`src/hw/rtl/luminance_range_rgb_to_bytes_unit_assert.svh`:
```
// Assertion macros for the luminance range to bytes unit.
// Included by luminance_range_rgb_to_bytes_unit, the RTL module that carries concurrent checks.
`ifndef LUMINANCE_RANGE_RGB_TO_BYTES_UNIT_ASSERT_SVH
`define LUMINANCE_RANGE_RGB_TO_BYTES_UNIT_ASSERT_SVH

// same-cycle implication
`define LUMRNG_ASSERT_IMPLY(label, clk, rst, ante, cons, msg) \
   label: assert property (@(posedge clk) disable iff (rst) (ante) |-> (cons)) \
      else $error(msg);

// next-cycle implication
`define LUMRNG_ASSERT_NEXT(label, clk, rst, ante, cons, msg) \
   label: assert property (@(posedge clk) disable iff (rst) (ante) |=> (cons)) \
      else $error(msg);

`endif

```
`src/hw/rtl/lumrng_pkg.sv`:
```
// Shared types and constants of the luminance range to bytes unit.
// No dependencies.
package lumrng_pkg;

   localparam int NUM_CH    = 3;
   localparam int QUOT_BITS = 8;

   typedef logic [1:0] csr_index_type;

   localparam csr_index_type REG_BLACK_LEVEL   = 2'd0;
   localparam csr_index_type REG_WHITE_LEVEL   = 2'd1;
   localparam csr_index_type REG_USE_MEAS_BLK  = 2'd2;
   localparam csr_index_type REG_USE_MEAS_WHT  = 2'd3;

   localparam logic MODE_MEASURE = 1'b0;
   localparam logic MODE_CONVERT = 1'b1;

endpackage

```
`src/hw/rtl/luminance_range_rgb_to_bytes_unit.sv`:
```
// Min/max contrast stretch of RGB pixels to bytes, bit-serial multiply and divide.
// Depends on lumrng_pkg and luminance_range_rgb_to_bytes_unit_assert.svh.
// Measure beat: no response; a new beat can be accepted every clock.
// Convert beat: states PREP, MUL, SCALE, DIV, then DONE until the response register is free;
// PREP skips to DONE when the range is empty or the pixel black; next beat accepted after the handoff.
// Synchronous reset: idle, levels at their defaults, measured range emptied.
module luminance_range_rgb_to_bytes_unit #(
   parameter int COMPONENT_BITS = 16
) (
   input  logic                               clock,
   input  logic                               reset,
   input  logic                               req_valid,
   output logic                               req_ready,
   input  logic                               req_mode,
   input  logic                               req_first,
   input  logic [COMPONENT_BITS-1:0]          req_red_in,
   input  logic [COMPONENT_BITS-1:0]          req_green_in,
   input  logic [COMPONENT_BITS-1:0]          req_blue_in,
   output logic                               rsp_valid,
   input  logic                               rsp_ready,
   output logic [lumrng_pkg::QUOT_BITS-1:0]   rsp_red_out,
   output logic [lumrng_pkg::QUOT_BITS-1:0]   rsp_green_out,
   output logic [lumrng_pkg::QUOT_BITS-1:0]   rsp_blue_out,
   input  logic                               csr_valid,
   output logic                               csr_ready,
   input  lumrng_pkg::csr_index_type          csr_index,
   input  logic [COMPONENT_BITS+1:0]          csr_data
);

`include "luminance_range_rgb_to_bytes_unit_assert.svh"

   localparam int CB = COMPONENT_BITS;
   localparam int LB = COMPONENT_BITS + 2;
   localparam int PW = CB + LB;
   localparam int RW = PW + lumrng_pkg::QUOT_BITS;
   localparam int CW = $clog2(LB + 1);
   localparam int QB = lumrng_pkg::QUOT_BITS;
   localparam int NC = lumrng_pkg::NUM_CH;

   localparam logic [2:0] ST_IDLE  = 3'd0;
   localparam logic [2:0] ST_PREP  = 3'd1;
   localparam logic [2:0] ST_MUL   = 3'd2;
   localparam logic [2:0] ST_SCALE = 3'd3;
   localparam logic [2:0] ST_DIV   = 3'd4;
   localparam logic [2:0] ST_DONE  = 3'd5;

   localparam logic [LB-1:0] WHITE_RESET = LB'(196605);

   logic [2:0]    state_ff, state_in;
   logic [CW-1:0] cnt_ff, cnt_in;
   logic [LB-1:0] black_ff, black_in, white_ff, white_in;
   logic          use_blk_ff, use_blk_in, use_wht_ff, use_wht_in;
   logic [LB-1:0] min_ff, min_in, max_ff, max_in;
   logic          rsp_valid_ff, rsp_valid_in;
   logic [QB-1:0] out_ff [NC];
   logic [QB-1:0] out_in [NC];

   logic [CB-1:0] c_ff [NC];
   logic [CB-1:0] c_in [NC];
   logic [LB-1:0] lum_ff, lum_in;
   logic [CB-1:0] maxc_ff, maxc_in;
   logic [LB-1:0] sn_ff, sn_in, sd_ff, sd_in;
   logic [PW-1:0] den_ff, den_in;
   logic [RW-1:0] dsr_ff, dsr_in;
   logic [RW-1:0] rem_ff [NC];
   logic [RW-1:0] rem_in [NC];
   logic [QB-1:0] q_ff [NC];
   logic [QB-1:0] q_in [NC];

   logic          req_take, out_free;
   logic [LB-1:0] req_lum, base_min, base_max;
   logic [LB-1:0] lo, hi, lum_cl;
   logic [CB-1:0] max_rg;
   logic          ge [NC];

   assign req_ready = (state_ff == ST_IDLE);
   assign req_take  = req_valid && req_ready;
   assign out_free  = !rsp_valid_ff || rsp_ready;
   assign csr_ready = 1'b1;

   assign req_lum  = LB'(req_red_in) + LB'(req_green_in) + LB'(req_blue_in);
   assign base_min = req_first ? {LB{1'b1}} : min_ff;
   assign base_max = req_first ? '0 : max_ff;

   assign lo     = use_blk_ff ? min_ff : black_ff;
   assign hi     = use_wht_ff ? max_ff : white_ff;
   assign max_rg = (c_ff[1] > c_ff[0]) ? c_ff[1] : c_ff[0];
   assign lum_cl = (lum_ff < lo) ? lo : ((lum_ff > hi) ? hi : lum_ff);

   always_comb begin
      state_in     = state_ff;
      cnt_in       = cnt_ff;
      black_in     = black_ff;
      white_in     = white_ff;
      use_blk_in   = use_blk_ff;
      use_wht_in   = use_wht_ff;
      min_in       = min_ff;
      max_in       = max_ff;
      rsp_valid_in = rsp_valid_ff;
      lum_in       = lum_ff;
      maxc_in      = maxc_ff;
      sn_in        = sn_ff;
      sd_in        = sd_ff;
      den_in       = den_ff;
      dsr_in       = dsr_ff;
      for (int k = 0; k < NC; k++) begin
         c_in[k]   = c_ff[k];
         rem_in[k] = rem_ff[k];
         q_in[k]   = q_ff[k];
         out_in[k] = out_ff[k];
         ge[k]     = rem_ff[k] >= dsr_ff;
      end

      if (csr_valid && csr_ready) begin
         case (csr_index)
            lumrng_pkg::REG_BLACK_LEVEL:  black_in   = csr_data;
            lumrng_pkg::REG_WHITE_LEVEL:  white_in   = csr_data;
            lumrng_pkg::REG_USE_MEAS_BLK: use_blk_in = csr_data[0];
            lumrng_pkg::REG_USE_MEAS_WHT: use_wht_in = csr_data[0];
            default: ;
         endcase
      end

      if (rsp_valid_ff && rsp_ready) begin
         rsp_valid_in = 1'b0;
      end

      case (state_ff)
         ST_IDLE: begin
            if (req_take) begin
               if (req_mode == lumrng_pkg::MODE_MEASURE) begin
                  min_in = (req_lum < base_min) ? req_lum : base_min;
                  max_in = (req_lum > base_max) ? req_lum : base_max;
               end else begin
                  c_in[0]  = req_red_in;
                  c_in[1]  = req_green_in;
                  c_in[2]  = req_blue_in;
                  lum_in   = req_lum;
                  state_in = ST_PREP;
               end
            end
         end
         ST_PREP: begin
            maxc_in = (c_ff[2] > max_rg) ? c_ff[2] : max_rg;
            sn_in   = lum_cl - lo;
            sd_in   = hi - lo;
            den_in  = '0;
            cnt_in  = CW'(LB - 1);
            for (int k = 0; k < NC; k++) begin
               rem_in[k] = '0;
               q_in[k]   = '0;
            end
            if (hi <= lo || maxc_in == '0) begin
               state_in = ST_DONE;
            end else begin
               state_in = ST_MUL;
            end
         end
         ST_MUL: begin
            for (int k = 0; k < NC; k++) begin
               rem_in[k] = {rem_ff[k][RW-2:0], 1'b0}
                         + (sn_ff[LB-1] ? {{(RW-CB){1'b0}}, c_ff[k]} : '0);
            end
            den_in = {den_ff[PW-2:0], 1'b0}
                   + (sd_ff[LB-1] ? {{LB{1'b0}}, maxc_ff} : '0);
            sn_in  = {sn_ff[LB-2:0], 1'b0};
            sd_in  = {sd_ff[LB-2:0], 1'b0};
            if (cnt_ff == '0) begin
               state_in = ST_SCALE;
            end else begin
               cnt_in = cnt_ff - 1'b1;
            end
         end
         ST_SCALE: begin
            for (int k = 0; k < NC; k++) begin
               rem_in[k] = {rem_ff[k][RW-QB-1:0], {QB{1'b0}}} - rem_ff[k];
            end
            dsr_in   = {1'b0, den_ff, {(QB-1){1'b0}}};
            cnt_in   = CW'(QB - 1);
            state_in = ST_DIV;
         end
         ST_DIV: begin
            for (int k = 0; k < NC; k++) begin
               rem_in[k] = ge[k] ? (rem_ff[k] - dsr_ff) : rem_ff[k];
               q_in[k]   = {q_ff[k][QB-2:0], ge[k]};
            end
            dsr_in = {1'b0, dsr_ff[RW-1:1]};
            if (cnt_ff == '0) begin
               state_in = ST_DONE;
            end else begin
               cnt_in = cnt_ff - 1'b1;
            end
         end
         ST_DONE: begin
            if (out_free) begin
               for (int k = 0; k < NC; k++) begin
                  out_in[k] = q_ff[k];
               end
               rsp_valid_in = 1'b1;
               state_in     = ST_IDLE;
            end
         end
         default: state_in = ST_IDLE;
      endcase
   end

   always_ff @(posedge clock) begin
      if (reset) begin
         state_ff     <= ST_IDLE;
         cnt_ff       <= '0;
         black_ff     <= '0;
         white_ff     <= WHITE_RESET;
         use_blk_ff   <= 1'b1;
         use_wht_ff   <= 1'b1;
         min_ff       <= {LB{1'b1}};
         max_ff       <= '0;
         rsp_valid_ff <= 1'b0;
      end else begin
         state_ff     <= state_in;
         cnt_ff       <= cnt_in;
         black_ff     <= black_in;
         white_ff     <= white_in;
         use_blk_ff   <= use_blk_in;
         use_wht_ff   <= use_wht_in;
         min_ff       <= min_in;
         max_ff       <= max_in;
         rsp_valid_ff <= rsp_valid_in;
      end
   end

   always_ff @(posedge clock) begin
      lum_ff  <= lum_in;
      maxc_ff <= maxc_in;
      sn_ff   <= sn_in;
      sd_ff   <= sd_in;
      den_ff  <= den_in;
      dsr_ff  <= dsr_in;
      for (int k = 0; k < NC; k++) begin
         c_ff[k]   <= c_in[k];
         rem_ff[k] <= rem_in[k];
         q_ff[k]   <= q_in[k];
         out_ff[k] <= out_in[k];
      end
   end

   assign rsp_valid     = rsp_valid_ff;
   assign rsp_red_out   = out_ff[0];
   assign rsp_green_out = out_ff[1];
   assign rsp_blue_out  = out_ff[2];

   `LUMRNG_ASSERT_NEXT(a_restart_single, clock, reset, req_take && req_mode == lumrng_pkg::MODE_MEASURE && req_first, min_ff == max_ff, "restart did not seed range from one pixel")
   `LUMRNG_ASSERT_IMPLY(a_div_bound, clock, reset, state_ff == ST_DIV, rem_ff[0] < {dsr_ff[RW-2:0], 1'b0}, "partial remainder exceeds quotient range")
   `LUMRNG_ASSERT_NEXT(a_mul_exit, clock, reset, state_ff == ST_MUL, state_ff == ST_MUL || state_ff == ST_SCALE, "multiply phase left early")
   `LUMRNG_ASSERT_IMPLY(a_div_count, clock, reset, state_ff == ST_DIV, cnt_ff < CW'(QB), "divide step count out of range")

endmodule

```
`config.mk`:
```
export PLATFORM = sky130hd
export DESIGN_NAME = luminance_range_rgb_to_bytes_unit
export DESIGN_NICKNAME = d
export VERILOG_FILES = /design/src/hw/rtl/lumrng_pkg.sv /design/src/hw/rtl/luminance_range_rgb_to_bytes_unit.sv
export VERILOG_INCLUDE_DIRS = /design/src /design/src/hw/rtl
export SDC_FILE = /design/constraint.sdc
export NUM_CORES = 2
export LEC_CHECK = 0
export ABC_AREA = 1
export CAP_MARGIN = 20
export CORE_ASPECT_RATIO = 1.1
export CORE_MARGIN = 4
export CORE_UTILIZATION = 43
export DETAILED_ROUTE_END_ITERATION = 8
export DONT_BUFFER_PORTS = 1
export GPL_ROUTABILITY_DRIVEN = 0
export HOLD_SLACK_MARGIN = 0.08
export SYNTH_ARGS = -nofsm -noshare
export SYNTH_HDL_FRONTEND = slang
export SYNTH_SLANG_ARGS = --single-unit
```
`constraint.sdc`:
```
create_clock -name clock -period 5.5 [get_ports clock]
set_input_delay 0.275 -clock clock [delete_from_list [all_inputs] [get_ports clock]]
set_output_delay 0.275 -clock clock [all_outputs]
set_load 0.01 [all_outputs]
```
==> flow_summary_export.csv <==
group,metric,value,unit
timing,whs,174,ps
synthesis,avgSynthCellArea,6.99,um2
cts,cts_made_buffers,56,
run,drv_cap,0,
floorplan,dieArea,107000,um2
layout,utilization,0.480,
power,p_int,8.88,mW
route,route.vias.total,44900,
route,dr.pass1.iters,6,
min_path,worstHoldEndpoint,"white_ff[1]",
global_route,grt_overflow,0,
timing,slew_headroom,0.183,
floorplan,rows,122,
synthesis,yosys_warnings,0,
cts,insertion_delay,690,ps
timing,worst_pin_slew,1220,ps
floorplan,initial_core_util,0.434,
layout,area.growth.synth_to_final,10.7,%
floorplan,core_area,101000,um2
synthesis,ys_seq_elements,450,
timing,finalMaxSlewViolations,0,
power,switching_share,0.433,
cts,post-cts-setup-buffers,0,
timing,fmax,198,MHz
layout,fill_cells,10100,
worst_setup_path,required,6030,ps
synthesis,synth_cell_type_count,66,
layout,final_net_count,6880,
placed_design,dp.final_hpwl,130000,um
worst_setup_path,r2r-end,"sn_ff[14]",
route,route.detailed.drc,0,
power,power_density,324,nW/um2
worst_setup_path,cp_data_arrival_time,5570,ps
route,antenna_left,0,
min_path,min_delay_path_depth,5,
route,totalWireLength,166000,um
cts,cts_root_buffer,"clkbuf_16",
cts,htree_levels,2,
power,leakagePower,21.7,nW
timing,finalCritPeriodShare,0.916,
worst_setup_path,ff2ff_path_depth,28,
layout,drive_gt1_frac,0.0468,
global_route,grt_max_degree,93,
timing,period_minus_slack,5040,ps
floorplan,die_h,342,um
placed_design,portBuffers,0,
cts,cts_tree,"built",
worst_setup_path,rrSetupSlack,520,ps
synthesis,synthArstFlopShare,0,
global_route,antenna_found_initial,4,
power,pwr-share-comb,0.433,
power,p_total,15.7,mW
power,clock_power_share,0.267,
route,via_per_inst,5.84,
worst_setup_path,crit_type,"input port to flip-flop",
synthesis,seq_area_frac_synth,0.290,
cts,cts.sinks,450,
floorplan,ioPinCount,102,
synthesis,synth_area,43700,um2
worst_setup_path,start_kind,"input port",
layout,seq_area,12700,um2
min_path,hold_path_class,"input port to flip-flop",
global_route,grt_pass1_vias,41900,
timing,clock_skew,20.6,ps
power,peakVddDrop,0.282,mV
worst_setup_path,worstReg2RegStart,"use_wht_ff",
timing,setup_viol,0,
cts,clk_pin_slew,60,ps
timing,hold_violations,0,
power,pwr-share-seq,0.301,
synthesis,syn_inst,6250,
layout,multi_input_area,27300,um2
synthesis,ys.flop_type,"edfxtp_1",
min_path,min_from,"csr_valid",
route,drt-initial-drc-count,4508,
global_route,grt_pass1_wl,249000,um
worst_setup_path,crit_fanout,24,
floorplan,die_w,312,um
global_route,grt_usage,0.300,
timing,fin_setup_tns,0,ps
timing,rsz0062_at_grt,"false",
cts,cts_max_path_buffers,3,
synthesis,syn_nets,6790,
route,wire_per_inst,21.6,um
synthesis,synth-edff-count,367,
status,outcome,"finished, final reports clean",
worst_setup_path,crit_path_end_kind,"flip-flop",
power,switchingPower,6.78,mW
==> Yosys cell counts, types with 5 or more instances <==
master        n  area share
a21oi_1     704       0.081
o31ai_1      11      0.0019
a21boi_1     10      0.0017
nand2_1    1242        0.11
a211oi_1     10      0.0017
nand3b_1     22      0.0038
xnor2_1      34      0.0068
o2111ai_1     8      0.0016
nand3_1     346       0.040
dfxtp_1      83       0.038
nand4_1      50      0.0072
nand2_2      13      0.0019
inv_2         5     0.00043
o211ai_1     98       0.017
inv_1       879       0.075
nor3_1      107       0.012
a21oi_2       5      0.0010
o21bai_1     15      0.0026
and3_1       11      0.0016
edfxtp_1    367        0.25
buf_1        11     0.00094
o21a_1       42      0.0072
clkinv_1      5     0.00043
a31oi_1      83       0.012
clkbuf_1    102      0.0088
or2_2        78       0.011
mux2i_1       6      0.0014
nor4_1       31      0.0044
nor2_1      600       0.052
xor2_1       71       0.014
o21ai_1      21      0.0024
o311ai_0     10      0.0020
o221ai_1     39      0.0078
ha_1        439        0.13
a21o_1       38      0.0065
o21ai_0     555       0.064
fa_1         26       0.012
a21boi_0     12      0.0021
o21ai_2      11      0.0022
==> worst max-delay path: stages <==
cell and delay, ps:
dlygate4sd3_1 580, fa_1 440, ha_1 250, fa_1 470
a21oi_1 230, o21bai_1 140, nand2_1 90, o211ai_1 130
a21boi_1 240, o21ai_0 160, a21boi_1 220, xor2_1 250
inv_1 160, ha_1 330, nand4_1 110, nor3_1 280
o2111ai_1 180, nand3_1 360, buf_4 340, a31oi_1 110
o21ai_0 110, o211ai_1 110
==> routing by layer <==
| metal | track usage | wire [um] | vias to the layer above |
|---|---|---|---|
| li1 | - | - | 21700 |
| met3 | 0.0451 | 13000 | 476 |
| met1 | 0.381 | 67500 | 20700 |
| met2 | 0.496 | 75600 | 2029 |
| met4 | 0.153 | 10000 | 2 |
| met5 | 0 | 12 | - |
==> cells in the final DEF, fill, tap and decap left out, types with 34 or more instances in the layout <==
cell type,n
o211ai_1,98
o221ai_1,39
or2_2,78
nand2_1,1240
nor2_1,594
dfxtp_1,82
a31oi_1,82
edfxtp_1,367
o21a_1,42
dlygate4sd3_1,95
nand4_1,50
inv_1,877
xnor2_1,34
buf_4,54
a21oi_1,704
nor3_1,106
a21o_1,38
xor2_1,71
nand3_1,346
o21ai_0,553
ha_1,439
clkbuf_16,56
==> how the worst max path moves through the flow <==
stage,start,endpoint,slack (ps),cells after the start
final,req_red_in[0],min_ff[0],460,22
after global routing,use_wht_ff,sn_ff[14],8,28
after CTS,use_wht_ff,sn_ff[14],220,29
after detailed placement,use_wht_ff,sn_ff[14],250,29
after global placement,use_wht_ff,sn_ff[14],260,29
after floorplan,state_ff[0],rem_ff[0][42],200,6
==> stage by stage <==
| stage | setup slack (ps) | instance area (um2) | cells |
|---|---|---|---|
| after floorplan | 200 | 43700 | 6250 |
| after global placement | 256 | 45400 | 7487 |
| after detailed placement | 254 | 45400 | 7487 |
| after CTS | 220 | 48300 | 7688 |
| after global routing | 7.76 | 48400 | 7689 |
| final | 459 | 48400 | 7691 |
==> cell type report <==
cell class	count	share of cell area
Clock inverter	44	0.0122
Clock buffer	61	0.0293
Inverter	889	0.0691
Antenna cell	2	0.000103
Tap cell	1302	0.0337
Timing Repair Buffer	152	0.0294
Sequential cell	450	0.262
Multi-Input combinational cell	4791	0.564
==> sequential cells by signal, summed over array words and instances, names as in the netlist, 24 cells and up <==
name	count
c_ff	48
den_ff	34
q_ff	24
out_ff	24
rem_ff	126
dsr_ff	41
==> cells by family after synthesis <==
family | share of synthesized area
DFF | 0.290
AOI/OAI and AO/OA | 0.218
adders and majority gates | 0.138
and+or+nand+nor | 0.245
muxes | 0.00137
buffers and inverters | 0.0874
xor gates and xnor gates | 0.0210
other | 0.0000858
==> power groups by stage <==
stage	registers [mW]	clock network [mW]	logic, mW
detailed placement	4.76	0	6.54
finish	4.71	4.17	6.78
global placement	4.76	0	6.49
CTS	4.69	4.21	6.65
global route	4.73	4.36	7.55
floorplan	4.51	0	4.76
==> what timing repair did <==
action                                  in CTS  in global routing
endpoints found under the setup margin       0                  4
endpoints found under the hold margin      153                  0
hold buffers                                96                  0
resized for setup                            0                  6
(Power assumes the default switching activity.)
